**src/rtl/plc_pkg.sv**
```systemverilog
// Shared widths and prefix codes for the length prefix codec.
// Used by prefix_length_codec; depends on nothing.
package plc_pkg;

	localparam int LEN_W  = 29;
	localparam int BYTE_W = 8;
	localparam int CNT_W  = 2;

	// largest length that fits in one, two and three bytes
	localparam logic [LEN_W-1:0] MAX_LEN1 = 29'h0000007f;
	localparam logic [LEN_W-1:0] MAX_LEN2 = 29'h00003fff;
	localparam logic [LEN_W-1:0] MAX_LEN3 = 29'h001fffff;

	// prefix of the first byte, by byte count
	localparam logic [BYTE_W-1:0] PFX_TWO   = 8'h80;
	localparam logic [BYTE_W-1:0] PFX_THREE = 8'hc0;
	localparam logic [BYTE_W-1:0] PFX_FOUR  = 8'he0;

	localparam logic [BYTE_W-1:0] MASK_SIX  = 8'h3f;
	localparam logic [BYTE_W-1:0] MASK_FIVE = 8'h1f;

	// byte count minus one
	localparam logic [CNT_W-1:0] CNT_ONE   = 2'd0;
	localparam logic [CNT_W-1:0] CNT_TWO   = 2'd1;
	localparam logic [CNT_W-1:0] CNT_THREE = 2'd2;
	localparam logic [CNT_W-1:0] CNT_FOUR  = 2'd3;

endpackage

```
**src/rtl/prefix_length_codec.sv**
```systemverilog
// Length prefix codec: encodes 29-bit lengths into one to four bytes, or
// decodes a byte stream back into lengths. Depends on plc_pkg.
//
// channel | direction | handshake          | payload
// --------+-----------+--------------------+------------------------------------------
// in      | in        | in_valid/in_ready  | length_in, byte_in, byte_present
// out     | out       | out_valid/out_ready| byte_out, last_byte, length_out,
//         |           |                    | length_done, format_error
// cfg     | in        | cfg_wr_en          | cfg_wr_data (encode_mode)
//
// One input register and one result register. A decode item leaves the input
// register when it fires; an encode item stays there while it gives its bytes,
// one to four, set by the byte serialiser in the input register.
// A word is taken every cycle while results drain, in encode mode only as the
// last byte moves on; a stalled result holds the result and input registers.
// Reset clears the mode, decode state and sticky error; no clearing pass.
module prefix_length_codec (
	input  logic                        clk,
	input  logic                        arst_n,
	input  logic                        cfg_wr_en,
	input  logic                        cfg_wr_data,
	input  logic                        in_valid,
	output logic                        in_ready,
	input  logic [plc_pkg::LEN_W-1:0]   length_in,
	input  logic [plc_pkg::BYTE_W-1:0]  byte_in,
	input  logic                        byte_present,
	output logic                        out_valid,
	input  logic                        out_ready,
	output logic [plc_pkg::BYTE_W-1:0]  byte_out,
	output logic                        last_byte,
	output logic [plc_pkg::LEN_W-1:0]   length_out,
	output logic                        length_done,
	output logic                        format_error
);
	import plc_pkg::*;

	logic                encode_mode_q;

	// input register
	logic                valid_s1;
	logic                enc_s1;
	logic [LEN_W-1:0]    len_s1;
	logic [BYTE_W-1:0]   byte_s1;
	logic                present_s1;
	logic [CNT_W-1:0]    cnt_s1;
	logic [CNT_W-1:0]    idx_q;

	// decode state
	logic [CNT_W-1:0]    left_q;
	logic [LEN_W-1:0]    partial_q;
	logic                failed_q;

	// result register
	logic                out_valid_q;
	logic [BYTE_W-1:0]   byte_q;
	logic                last_q;
	logic [LEN_W-1:0]    len_out_q;
	logic                done_q;
	logic                err_q;

	logic                slot_free;
	logic                fire;
	logic                enc_last;
	logic                s1_done;
	logic [CNT_W-1:0]    cnt_in;
	logic [CNT_W-1:0]    shift;
	logic [BYTE_W-1:0]   enc_byte;

	logic                dec_res;
	logic [LEN_W-1:0]    dec_len;
	logic                dec_err;
	logic [CNT_W-1:0]    left_nxt;
	logic [LEN_W-1:0]    partial_nxt;
	logic                failed_nxt;
	logic [LEN_W-1:0]    joined;

	assign slot_free = !out_valid_q || out_ready;
	assign fire      = valid_s1 && slot_free;
	assign enc_last  = (idx_q == cnt_s1);
	assign s1_done   = fire && (!enc_s1 || enc_last);
	assign in_ready  = !valid_s1 || s1_done;

	always_comb begin
		if (length_in <= MAX_LEN1) begin
			cnt_in = CNT_ONE;
		end else if (length_in <= MAX_LEN2) begin
			cnt_in = CNT_TWO;
		end else if (length_in <= MAX_LEN3) begin
			cnt_in = CNT_THREE;
		end else begin
			cnt_in = CNT_FOUR;
		end
	end

	// pick the byte for the current position, most significant first
	assign shift = cnt_s1 - idx_q;

	always_comb begin
		case (shift)
			2'd0:    enc_byte = len_s1[7:0];
			2'd1:    enc_byte = len_s1[15:8];
			2'd2:    enc_byte = len_s1[23:16];
			default: enc_byte = {3'b000, len_s1[28:24]};
		endcase
		if (idx_q == CNT_ONE) begin
			case (cnt_s1)
				CNT_TWO:   enc_byte = enc_byte | PFX_TWO;
				CNT_THREE: enc_byte = enc_byte | PFX_THREE;
				CNT_FOUR:  enc_byte = enc_byte | PFX_FOUR;
				default:   enc_byte = enc_byte;
			endcase
		end
	end

	assign joined = {partial_q[LEN_W-BYTE_W-1:0], byte_s1};

	always_comb begin
		dec_res     = 1'b0;
		dec_len     = '0;
		dec_err     = 1'b0;
		left_nxt    = left_q;
		partial_nxt = partial_q;
		failed_nxt  = failed_q;
		if (failed_q || !present_s1) begin
			// drop any partial length and stick
			failed_nxt  = 1'b1;
			left_nxt    = '0;
			partial_nxt = '0;
			dec_res     = 1'b1;
			dec_err     = 1'b1;
		end else if (left_q == '0) begin
			if (!byte_s1[7]) begin
				dec_res = 1'b1;
				dec_len = {{(LEN_W-BYTE_W){1'b0}}, byte_s1};
			end else if (!byte_s1[6]) begin
				partial_nxt = {{(LEN_W-BYTE_W){1'b0}}, byte_s1 & MASK_SIX};
				left_nxt    = 2'd1;
			end else if (!byte_s1[5]) begin
				partial_nxt = {{(LEN_W-BYTE_W){1'b0}}, byte_s1 & MASK_FIVE};
				left_nxt    = 2'd2;
			end else begin
				partial_nxt = {{(LEN_W-BYTE_W){1'b0}}, byte_s1 & MASK_FIVE};
				left_nxt    = 2'd3;
			end
		end else begin
			left_nxt = left_q - 2'd1;
			if (left_nxt == '0) begin
				dec_res     = 1'b1;
				dec_len     = joined;
				partial_nxt = '0;
			end else begin
				partial_nxt = joined;
			end
		end
	end

	always_ff @(posedge clk or negedge arst_n) begin
		if (!arst_n) begin
			encode_mode_q <= 1'b0;
		end else if (cfg_wr_en) begin
			encode_mode_q <= cfg_wr_data;
		end
	end

	always_ff @(posedge clk or negedge arst_n) begin
		if (!arst_n) begin
			valid_s1 <= 1'b0;
			idx_q    <= '0;
		end else begin
			if (in_valid && in_ready) begin
				valid_s1 <= 1'b1;
				idx_q    <= '0;
			end else if (s1_done) begin
				valid_s1 <= 1'b0;
			end else if (fire) begin
				// advance to the next encoded byte
				idx_q <= idx_q + 2'd1;
			end
		end
	end

	always_ff @(posedge clk) begin
		if (in_valid && in_ready) begin
			enc_s1     <= encode_mode_q;
			len_s1     <= length_in;
			byte_s1    <= byte_in;
			present_s1 <= byte_present;
			cnt_s1     <= cnt_in;
		end
	end

	always_ff @(posedge clk or negedge arst_n) begin
		if (!arst_n) begin
			left_q    <= '0;
			partial_q <= '0;
			failed_q  <= 1'b0;
		end else if (fire && !enc_s1) begin
			left_q    <= left_nxt;
			partial_q <= partial_nxt;
			failed_q  <= failed_nxt;
		end
	end

	always_ff @(posedge clk or negedge arst_n) begin
		if (!arst_n) begin
			out_valid_q <= 1'b0;
		end else if (slot_free) begin
			out_valid_q <= valid_s1 && (enc_s1 || dec_res);
		end
	end

	always_ff @(posedge clk) begin
		if (fire) begin
			if (enc_s1) begin
				byte_q    <= enc_byte;
				last_q    <= enc_last;
				len_out_q <= '0;
				done_q    <= 1'b0;
				err_q     <= 1'b0;
			end else begin
				byte_q    <= '0;
				last_q    <= 1'b0;
				len_out_q <= dec_len;
				done_q    <= 1'b1;
				err_q     <= dec_err;
			end
		end
	end

	assign out_valid    = out_valid_q;
	assign byte_out     = byte_q;
	assign last_byte    = last_q;
	assign length_out   = len_out_q;
	assign length_done  = done_q;
	assign format_error = err_q;

	a_empty_takes: assert property (@(posedge clk) disable iff (!arst_n)
		!valid_s1 |-> in_ready)
		else $error("input register empty but word refused");

	a_err_sticky: assert property (@(posedge clk) disable iff (!arst_n)
		failed_q |=> failed_q)
		else $error("format error cleared without reset");

	a_idx_range: assert property (@(posedge clk) disable iff (!arst_n)
		(valid_s1 && enc_s1) |-> (idx_q <= cnt_s1))
		else $error("encode byte index past byte count");

	a_err_zero: assert property (@(posedge clk) disable iff (!arst_n)
		(out_valid_q && err_q) |-> (len_out_q == '0 && done_q))
		else $error("format error result carries a length");

	a_enc_kind: assert property (@(posedge clk) disable iff (!arst_n)
		(out_valid_q && last_q) |-> !done_q)
		else $error("encoded byte flagged as decoded length");

endmodule
```
**config.mk**
```make
export PLATFORM = sky130hd
export DESIGN_NAME = prefix_length_codec
export DESIGN_NICKNAME = d
export VERILOG_FILES = /design/src/rtl/plc_pkg.sv /design/src/rtl/prefix_length_codec.sv
export SDC_FILE = /design/constraint.sdc
export NUM_CORES = 1
export LEC_CHECK = 0
export BUFFER_PORTS_ARGS = -buffer_cell sky130_fd_sc_hd__buf_2
export CAP_MARGIN = 30
export CELL_PAD_IN_SITES_DETAIL_PLACEMENT = 1
export CELL_PAD_IN_SITES_GLOBAL_PLACEMENT = 2
export CORE_ASPECT_RATIO = 1.4
export CORE_MARGIN = 2
export CORE_UTILIZATION = 30
export DETAILED_ROUTE_END_ITERATION = 6
export PLACE_DENSITY_LB_ADDON = 0.1
export SLEW_MARGIN = 20
export SYNTH_ARGS = -nofsm -noshare
export SYNTH_HDL_FRONTEND = slang
export SYNTH_SLANG_ARGS = --single-unit
```
**constraint.sdc**
```tcl
create_clock -name clk -period 7.8 [get_ports clk]
set_input_delay 1.17 -clock clk [delete_from_list [all_inputs] [get_ports clk]]
set_output_delay 1.17 -clock clk [all_outputs]
set_load 0.005 [all_outputs]
```
==> metrics.txt, run 1 <==
# TYPE chip_impl_metric gauge
chip_impl_metric{name="synthDistinctLibCells",unit=""} 43
chip_impl_info{name="rr_startpoint",value="idx_q[0]"} 1
chip_impl_metric{name="max-vdd-ir-drop",unit="mV"} 0.106
chip_impl_metric{name="max_clock_freq",unit="GHz"} 0.294
chip_impl_metric{name="area.growth.synth_to_final",unit="%"} 20.1
chip_impl_metric{name="numPortBuffers",unit=""} 85
chip_impl_metric{name="grt_pass1_vias",unit=""} 2923
chip_impl_metric{name="power_density",unit="nW/um2"} 252
chip_impl_metric{name="postRouteAntennaNets",unit=""} 0
chip_impl_info{name="worst_r2r_endpoint",value="len_s1[9]"} 1
chip_impl_metric{name="async_reset_ff_share",unit="%"} 26.4
chip_impl_metric{name="die_area",unit="um2"} 16400
chip_impl_metric{name="die_w",unit="um"} 109
chip_impl_metric{name="post_route_cells_drive_above_1_share",unit="%"} 27.6
chip_impl_metric{name="timing.max_cap.violations",unit=""} 0
chip_impl_metric{name="postSynthRegisterBits",unit=""} 110
chip_impl_metric{name="clock-skew-final",unit="ps"} 8.39
chip_impl_metric{name="synthesis.instances",unit=""} 331
chip_impl_metric{name="seq_area_frac_synth",unit="%"} 68.4
chip_impl_metric{name="drt-initial-drc-count",unit=""} 37
chip_impl_metric{name="final_period_minus_worst_setup_slack",unit="ps"} 3400
chip_impl_metric{name="path_buf_inv",unit=""} 1
chip_impl_metric{name="floorplan.rows",unit=""} 53
chip_impl_info{name="min_to",value="enc_s1"} 1
chip_impl_metric{name="detailroute.via_count",unit=""} 2779
chip_impl_metric{name="worst-path-max-fanout",unit=""} 24
chip_impl_metric{name="ys.warnings.count",unit=""} 0
chip_impl_metric{name="whs_path_depth",unit=""} 0
chip_impl_info{name="critical_path.startpoint_type",value="flop"} 1
chip_impl_metric{name="drt-total-wl",unit="mm"} 9.72
chip_impl_metric{name="worst_pin_slew",unit="ps"} 744
chip_impl_info{name="crit_path_top_delay_cell",value="sky130_fd_sc_hd__ha_1"} 1
chip_impl_metric{name="final_routed_wire_length_divided_by_cell_count",unit="um"} 15.8
chip_impl_info{name="crit_family",value="adder cells"} 1
chip_impl_info{name="worst-setup-path-type",value="reg -> out"} 1
chip_impl_metric{name="dr.pass1.iters",unit=""} 4
chip_impl_metric{name="finalMaxSlewViolations",unit=""} 0
chip_impl_info{name="tritoncts_clock_tree",value="done"} 1
chip_impl_metric{name="cts.sinks",unit=""} 110
chip_impl_metric{name="cts.repair_timing.setup_buffer_count",unit=""} 0
chip_impl_metric{name="initial_utilization",unit="%"} 30.7
chip_impl_metric{name="synth_largest_type_area_fraction",unit="%"} 52.7
chip_impl_metric{name="combined_global_route_utilization_of_all_metal_layers",unit="%"} 12.7
chip_impl_metric{name="holdWs",unit="ps"} 480
chip_impl_info{name="outcome",value="complete, no violations"} 1
chip_impl_metric{name="synthesis.area",unit="um2"} 4620
chip_impl_metric{name="number_of_flops_mapped_to_enable_cells_by_yosys",unit=""} 81
chip_impl_metric{name="antenna_cells_inserted",unit=""} 0
chip_impl_info{name="end_kind",value="primary output"} 1
chip_impl_metric{name="h_tree_depth",unit=""} 3
chip_impl_metric{name="core",unit="um2"} 15100
chip_impl_info{name="synthTopCellsByCount",value="sky130_fd_sc_hd__edfxtp_1 (81), sky130_fd_sc_hd__mux2i_1 (35), sky130_fd_sc_hd__nand2_1 (31)"} 1
chip_impl_metric{name="post_dp_cell_area",unit="um2"} 5220
chip_impl_metric{name="reg2reg_depth",unit=""} 5
chip_impl_info{name="holdCritStartpoint",value="encode_mode_q"} 1
chip_impl_info{name="post-synth-top-count-cell",value="sky130_fd_sc_hd__edfxtp_1"} 1
chip_impl_metric{name="post-dp-hpwl",unit="mm"} 6.99
chip_impl_metric{name="syn_avg_cell_area",unit="um2"} 13.9
chip_impl_info{name="type_of_the_most_critical_hold_path",value="reg -> reg"} 1
chip_impl_info{name="synth.area.top_cells",value="sky130_fd_sc_hd__edfxtp_1 (53%), sky130_fd_sc_hd__dfrtp_1 (16%), sky130_fd_sc_hd__mux2i_1 (7.6%)"} 1
chip_impl_metric{name="die-height",unit="um"} 151
chip_impl_metric{name="antenna_violations_before_repair",unit=""} 0
chip_impl_metric{name="detail_route.drc_violations",unit=""} 0
chip_impl_metric{name="final_nets",unit=""} 465
chip_impl_metric{name="clockBufferDepth",unit=""} 2
chip_impl_metric{name="critical_path_required",unit="ps"} 6630
chip_impl_metric{name="post_synthesis_net_count",unit=""} 377
chip_impl_metric{name="num-fill-cells",unit=""} 1607
chip_impl_metric{name="clk_pin_slew",unit="ps"} 70
chip_impl_metric{name="final_min_period_over_clock_period",unit="%"} 43.6
chip_impl_info{name="ctsRootBufferMaster",value="sky130_fd_sc_hd__clkbuf_16"} 1
chip_impl_metric{name="tritoncts.num_buffers",unit=""} 9
chip_impl_metric{name="post_cts.resized_instances",unit=""} 0
chip_impl_metric{name="post_cts_hold_buffer_count",unit=""} 0
chip_impl_metric{name="crit_arrival",unit="ps"} 2230
chip_impl_metric{name="final_area",unit="um2"} 5550
chip_impl_info{name="synth_largest_area_cell",value="sky130_fd_sc_hd__edfxtp_1"} 1
chip_impl_info{name="ys_dominant_reg_cell",value="sky130_fd_sc_hd__edfxtp_1"} 1
chip_impl_info{name="grt_setup_unrepaired",value="no"} 1
chip_impl_metric{name="worst-r2r-setup-slack",unit="ps"} 5030
chip_impl_metric{name="grt_max_degree",unit=""} 42
chip_impl_metric{name="wire_length_of_the_first_global_routing_pass",unit="mm"} 15.4
chip_impl_info{name="cp_cell_sequence",value="ha_1 -> a21oi_1 -> o21ai_0 -> buf_2"} 1
chip_impl_metric{name="place_congestion",unit=""} 0.731
chip_impl_metric{name="insertion_delay",unit="ps"} 350
chip_impl_metric{name="congestion_overflow_gr",unit=""} 0
chip_impl_metric{name="timing.critical_path.slowest_cell_delay",unit="ps"} 790
chip_impl_metric{name="report.final.hold_viol_count",unit=""} 0
chip_impl_metric{name="boundaryPins",unit=""} 86
chip_impl_metric{name="p_leak",unit="nW"} 2.17
chip_impl_metric{name="setup_viol_count_final",unit=""} 0
chip_impl_metric{name="setup_tns",unit="ps"} 0
chip_impl_metric{name="max_slew_headroom",unit="%"} 50.4
chip_impl_metric{name="via_per_inst",unit=""} 4.51
## state kept, by name (all words and copies together) (netlist names)
register       flops
idx_q              2
present_s1         1
cnt_s1             2
left_q             2
last_byte          1
enc_s1             1
length_done        1
byte_out           8
valid_s1           1
out_valid          1
len_s1            29
format_error       1
partial_q         21
byte_s1            8
length_out        29
encode_mode_q      1
failed_q           1
## stage by stage
step / cells / setup WS, ps / power [W] / util [%]
2_1_floorplan: 331 / 4380 / 0.000873 / -
4_1_cts: 615 / 4340 / 0.00142 / 36.7
3_5_place_dp: 599 / 4420 / 0.000950 / 34.7
6_report: 616 / 4400 / 0.00140 / 36.8
5_1_grt: 616 / 4210 / 0.00148 / 36.8
3_3_place_gp: 597 / 4450 / 0.000945 / 34.6
## report_power, final
part	switching (W)	total [W]	leakage [nW]	internal, W
clock	0.000207	0.000465	0.142	0.000258
sequential	0.0000242	0.000715	1.17	0.000690
combinational	0.000124	0.000220	0.855	0.0000962
## cell families (layout without fill, tap and decap cells)
family,count (synthesis),in the layout,share of synthesized area [%]
buf+inv,41,134,4.53
xor+xnor,3,3,0.867
flops,110,110,68.4
compound gates,41,41,5.77
mux,38,38,8.32
fa+ha+maj,2,2,0.542
simple gates,96,96,11.5
## how the worst max path moves through the flow
stage	from	end	slack, ps	depth (start not counted)
floorplan	out_ready	byte_out[0]	4380	2
global route	idx_q[0]	in_ready	4210	4
CTS	idx_q[0]	in_ready	4340	4
finish	idx_q[0]	in_ready	4400	4
detailed placement	out_ready	in_ready	4420	4
global placement	out_ready	in_ready	4450	4
## per-layer routing
layer  global-route usage [%]  share of wire [%]  vias up
met4                     5.00                1.4        0
met2                     22.9                 53       61
met3                     3.20                4.1        9
met1                     14.3                 42     1355
li1                         -                  -     1354
met5                        0                  0        -
## cell type report
class	instances	area, um2	share of cell area (%)
clock buffer	11	243	4.38
clock inverter	5	58.8	1.06
inverter	27	101	1.83
multi-input combinational	180	1260	22.8
sequential	110	3160	56.9
tap	192	240	4.33
timing repair buffer	91	480	8.66
## cell usage in the layout (no fill, tap or decap), types with 3 or more instances in the layout
cell type,synthesis,final
sky130_fd_sc_hd__mux2_2,3,3
sky130_fd_sc_hd__a21oi_1,13,13
sky130_fd_sc_hd__clkbuf_16,0,9
sky130_fd_sc_hd__buf_4,4,4
sky130_fd_sc_hd__and2_1,30,29
sky130_fd_sc_hd__and3_1,3,3
sky130_fd_sc_hd__nor2_1,6,5
sky130_fd_sc_hd__or2_1,5,5
sky130_fd_sc_hd__edfxtp_1,81,81
sky130_fd_sc_hd__mux2i_1,35,35
sky130_fd_sc_hd__inv_1,27,27
sky130_fd_sc_hd__nand3_1,3,3
sky130_fd_sc_hd__nand2b_1,4,4
sky130_fd_sc_hd__nand2_1,31,31
sky130_fd_sc_hd__or4_1,3,3
sky130_fd_sc_hd__o21ai_0,9,9
sky130_fd_sc_hd__buf_2,1,86
sky130_fd_sc_hd__dfrtp_1,29,29
sky130_fd_sc_hd__o311ai_0,5,5
Power figures use the tool's default switching activity.
==> run 2: changes to the inputs <==
--- a/config.mk
+++ b/config.mk
@@ -5,6 +5,7 @@
 export SDC_FILE = /design/constraint.sdc
 export NUM_CORES = 1
 export LEC_CHECK = 0
+export ABC_AREA = 1
 export BUFFER_PORTS_ARGS = -buffer_cell sky130_fd_sc_hd__buf_2
 export CAP_MARGIN = 30
 export CELL_PAD_IN_SITES_DETAIL_PLACEMENT = 1
==> constraint.sdc (replaced) <==
create_clock -name clk -period 2.9 [get_ports clk]
set_input_delay 0.435 -clock clk [delete_from_list [all_inputs] [get_ports clk]]
set_output_delay 0.435 -clock clk [all_outputs]
set_load 0.005 [all_outputs]
==> metrics.txt, run 2 <==
# TYPE chip_impl_metric gauge
chip_impl_info{name="outcome",value="complete, no violations"} 1
chip_impl_info{name="tritoncts_clock_tree",value="done"} 1
chip_impl_metric{name="area.growth.synth_to_final",unit="%"} 21.2
chip_impl_metric{name="post_cts.resized_instances",unit=""} 0
chip_impl_metric{name="final_nets",unit=""} 501
chip_impl_info{name="synth_largest_area_cell",value="sky130_fd_sc_hd__edfxtp_1"} 1
chip_impl_metric{name="async_reset_ff_share",unit="%"} 26.4
chip_impl_metric{name="path_buf_inv",unit=""} 3
chip_impl_metric{name="detailroute.wirelength.met3",unit="um"} 364
chip_impl_metric{name="p_sw",unit="W"} 0.00131
chip_impl_metric{name="grt_max_degree",unit=""} 47
chip_impl_info{name="cp_cell_sequence",value="inv_1 -> ha_1 -> nand3_1 -> nand2_1 -> inv_1 -> o21ai_2 -> buf_2"} 1
chip_impl_metric{name="post_cts_hold_buffer_count",unit=""} 0
chip_impl_metric{name="seq_area_frac_synth",unit="%"} 72.1
chip_impl_metric{name="sequential_cell_area",unit="um2"} 3160
chip_impl_metric{name="clock-skew-final",unit="ps"} 6.80
chip_impl_metric{name="dr.pass1.iters",unit=""} 4
chip_impl_metric{name="boundaryPins",unit=""} 86
chip_impl_metric{name="max_clock_freq",unit="GHz"} 0.434
chip_impl_info{name="crit_family",value="adder cells"} 1
chip_impl_metric{name="timing.critical_path.slowest_cell_delay",unit="ps"} 480
chip_impl_metric{name="postSynthRegisterBits",unit=""} 110
chip_impl_metric{name="tritoncts.num_buffers",unit=""} 9
chip_impl_metric{name="final_period_minus_worst_setup_slack",unit="ps"} 2300
chip_impl_metric{name="numPortBuffers",unit=""} 85
chip_impl_metric{name="syn_avg_cell_area",unit="um2"} 12.0
chip_impl_metric{name="synthesis.instances",unit=""} 365
chip_impl_metric{name="detailroute.via_count",unit=""} 2879
chip_impl_metric{name="wire_length_of_the_first_global_routing_pass",unit="mm"} 15.7
chip_impl_metric{name="core",unit="um2"} 14400
chip_impl_info{name="type_of_the_most_critical_hold_path",value="in -> async"} 1
chip_impl_info{name="synthTopCellsByCount",value="sky130_fd_sc_hd__edfxtp_1 (81), sky130_fd_sc_hd__nor2_1 (50), sky130_fd_sc_hd__inv_1 (47)"} 1
chip_impl_metric{name="insertion_delay",unit="ps"} 340
chip_impl_metric{name="postRouteAntennaNets",unit=""} 0
chip_impl_metric{name="synthDistinctLibCells",unit=""} 27
chip_impl_metric{name="die_area",unit="um2"} 15600
chip_impl_metric{name="via_per_inst",unit=""} 4.44
chip_impl_info{name="worst-setup-path-type",value="reg -> out"} 1
chip_impl_metric{name="cts.repair_timing.setup_buffer_count",unit=""} 0
chip_impl_info{name="path_common_cell",value="sky130_fd_sc_hd__inv_1"} 1
chip_impl_metric{name="max_slew_headroom",unit="%"} 47.3
chip_impl_metric{name="congestion_overflow_gr",unit=""} 0
chip_impl_metric{name="setup_tns",unit="ps"} 0
chip_impl_info{name="top_layer",value="met5"} 1
chip_impl_metric{name="combined_global_route_utilization_of_all_metal_layers",unit="%"} 13.2
chip_impl_metric{name="num-fill-cells",unit=""} 1592
chip_impl_metric{name="worst-path-max-fanout",unit=""} 9
chip_impl_metric{name="sequential_share_of_power",unit="%"} 50.3
chip_impl_metric{name="clockBufferDepth",unit=""} 2
chip_impl_metric{name="synth_largest_type_area_fraction",unit="%"} 55.5
chip_impl_metric{name="synthesis.area",unit="um2"} 4380
chip_impl_metric{name="drt-initial-drc-count",unit=""} 54
chip_impl_metric{name="combinational_fraction_of_design_power",unit="%"} 22.3
chip_impl_metric{name="report.final.hold_viol_count",unit=""} 0
chip_impl_metric{name="ys.warnings.count",unit=""} 0
chip_impl_metric{name="power_density",unit="nW/um2"} 836
chip_impl_metric{name="h_tree_depth",unit=""} 3
chip_impl_metric{name="p_leak",unit="nW"} 2.17
chip_impl_info{name="ys_dominant_reg_cell",value="sky130_fd_sc_hd__edfxtp_1"} 1
chip_impl_metric{name="final_routed_wire_length_divided_by_cell_count",unit="um"} 14.8
chip_impl_info{name="synth.area.top_cells",value="sky130_fd_sc_hd__edfxtp_1 (56%), sky130_fd_sc_hd__dfrtp_1 (17%), sky130_fd_sc_hd__nand3_1 (4.9%)"} 1
chip_impl_metric{name="post-dp-hpwl",unit="mm"} 6.98
chip_impl_metric{name="worst_pin_slew",unit="ps"} 789
chip_impl_metric{name="antenna_cells_inserted",unit=""} 0
chip_impl_metric{name="clk_pin_slew",unit="ps"} 70
chip_impl_info{name="grt_setup_unrepaired",value="no"} 1
chip_impl_metric{name="setup_viol_count_final",unit=""} 0
chip_impl_metric{name="critical_path_required",unit="ps"} 2470
chip_impl_metric{name="wl_met1",unit="mm"} 3.77
chip_impl_info{name="post-synth-top-count-cell",value="sky130_fd_sc_hd__edfxtp_1"} 1
chip_impl_metric{name="timing.max_cap.violations",unit=""} 0
chip_impl_metric{name="p_sw_share",unit="%"} 29.4
chip_impl_metric{name="number_of_flops_mapped_to_enable_cells_by_yosys",unit=""} 81
chip_impl_metric{name="cellInternalPower",unit="W"} 0.00313
chip_impl_metric{name="crit_arrival",unit="ps"} 1870
chip_impl_metric{name="die_w",unit="um"} 106
chip_impl_metric{name="final_min_period_over_clock_period",unit="%"} 79.4
chip_impl_metric{name="finalMaxSlewViolations",unit=""} 0
chip_impl_metric{name="post_synthesis_net_count",unit=""} 411
chip_impl_metric{name="detail_route.drc_violations",unit=""} 0
chip_impl_info{name="crit_path_top_delay_cell",value="sky130_fd_sc_hd__ha_1"} 1
chip_impl_info{name="ctsRootBufferMaster",value="sky130_fd_sc_hd__clkbuf_16"} 1
chip_impl_metric{name="place_congestion",unit=""} 0.771
chip_impl_metric{name="cts.sinks",unit=""} 110
chip_impl_info{name="critical_path.startpoint_type",value="flop"} 1
chip_impl_metric{name="drt-total-wl",unit="mm"} 9.59
chip_impl_metric{name="detailroute.wirelength.met2",unit="mm"} 5.30
chip_impl_metric{name="antenna_violations_before_repair",unit=""} 1
chip_impl_metric{name="max-vdd-ir-drop",unit="mV"} 0.272
chip_impl_metric{name="initial_utilization",unit="%"} 30.5
chip_impl_metric{name="post_route_cells_drive_above_1_share",unit="%"} 25.7
chip_impl_metric{name="floorplan.rows",unit=""} 52
chip_impl_metric{name="holdWs",unit="ps"} 141
chip_impl_metric{name="multiInputGateArea",unit="um2"} 948
chip_impl_info{name="most-common-layout-cells",value="sky130_fd_sc_hd__buf_2 (85), sky130_fd_sc_hd__edfxtp_1 (81), sky130_fd_sc_hd__nor2_1 (50)"} 1
chip_impl_info{name="end_kind",value="primary output"} 1
chip_impl_metric{name="die-height",unit="um"} 147
chip_impl_metric{name="power.clock.fraction",unit="%"} 27.4
chip_impl_metric{name="grt_pass1_vias",unit=""} 3056
chip_impl_info{name="layout_commonest_cell",value="sky130_fd_sc_hd__buf_2"} 1
run 2: layer usage:
metal / vias up / track usage [%]
li1: 1413 / -
met1: 1389 / 14.5
met2: 61 / 24.5
met3: 14 / 3.06
met4: 2 / 4.34
met5: - / 0
run 2: worst register-to-register path: stages, from the launching register on:
cell and delay (ps):
sky130_fd_sc_hd__edfxtp_1 370, sky130_fd_sc_hd__inv_1 70, sky130_fd_sc_hd__ha_1 480, sky130_fd_sc_hd__nand3_1 150, sky130_fd_sc_hd__nand2_1 80, sky130_fd_sc_hd__inv_1 90
sky130_fd_sc_hd__o21ai_2 160, sky130_fd_sc_hd__nand2_1 110, sky130_fd_sc_hd__inv_1 100, sky130_fd_sc_hd__buf_12 240
run 2: per-stage QoR:
step / instance area (um2) / utilization, % / total power (W) / cells / worst slack [ps]
after floorplan: 4380 / - / 0.00283 / 365 / 395
after global placement: 4990 / 34.7 / 0.00326 / 632 / 683
after detailed placement: 4990 / 34.7 / 0.00327 / 632 / 675
after CTS: 5280 / 36.7 / 0.00452 / 648 / 537
after global routing: 5310 / 36.9 / 0.00474 / 649 / 449
final: 5310 / 36.9 / 0.00444 / 649 / 597
run 2: path summary, 6_finish.rpt:
kind                               from             to  slack (ps)  cells after the start
max                           cnt_s1[0]       in_ready         600                      7
min                              arst_n   partial_q[7]         140                      1
max reg2reg                   cnt_s1[0]     byte_s1[1]         710                      9
min reg2reg                  present_s1       failed_q         460                      1
max in group asynchronous        arst_n  partial_q[17]        2310                      1
min in group clk           length_in[1]      len_s1[1]         260                      1
run 2: logic make-up (layout without fill, tap and decap cells):
group / count (synthesis) / in the layout / share of synthesized area [%]
AO/OA/AOI/OAI: 40 / 40 / 5.34
XOR/XNOR: 1 / 1 / 0.200
adder cells (fa/ha/maj): 2 / 2 / 0.571
buffers and inverters: 60 / 155 / 6.28
flip-flops: 110 / 110 / 72.1
multiplexers: 1 / 1 / 0.257
AND/OR/NAND/NOR: 151 / 151 / 15.3
run 2: layout make-up:
| cell class | count | share of cell area (%) |
|---|---|---|
| flip-flops and latches | 110 | 59.5 |
| multi-input cells | 195 | 17.9 |
| repair buffers | 89 | 9.19 |
| well taps | 189 | 4.45 |
| clock buffers | 10 | 4.31 |
| inverters | 50 | 3.54 |
| clock inverters | 6 | 1.15 |
run 2: power groups by stage:
stage,Combinational [W],Sequential (W),Clock (W)
finish,0.000990,0.00223,0.00122
global route,0.00115,0.00227,0.00132
CTS,0.00101,0.00224,0.00127
detailed placement,0.00100,0.00227,0
global placement,0.000988,0.00227,0
floorplan,0.000556,0.00227,0
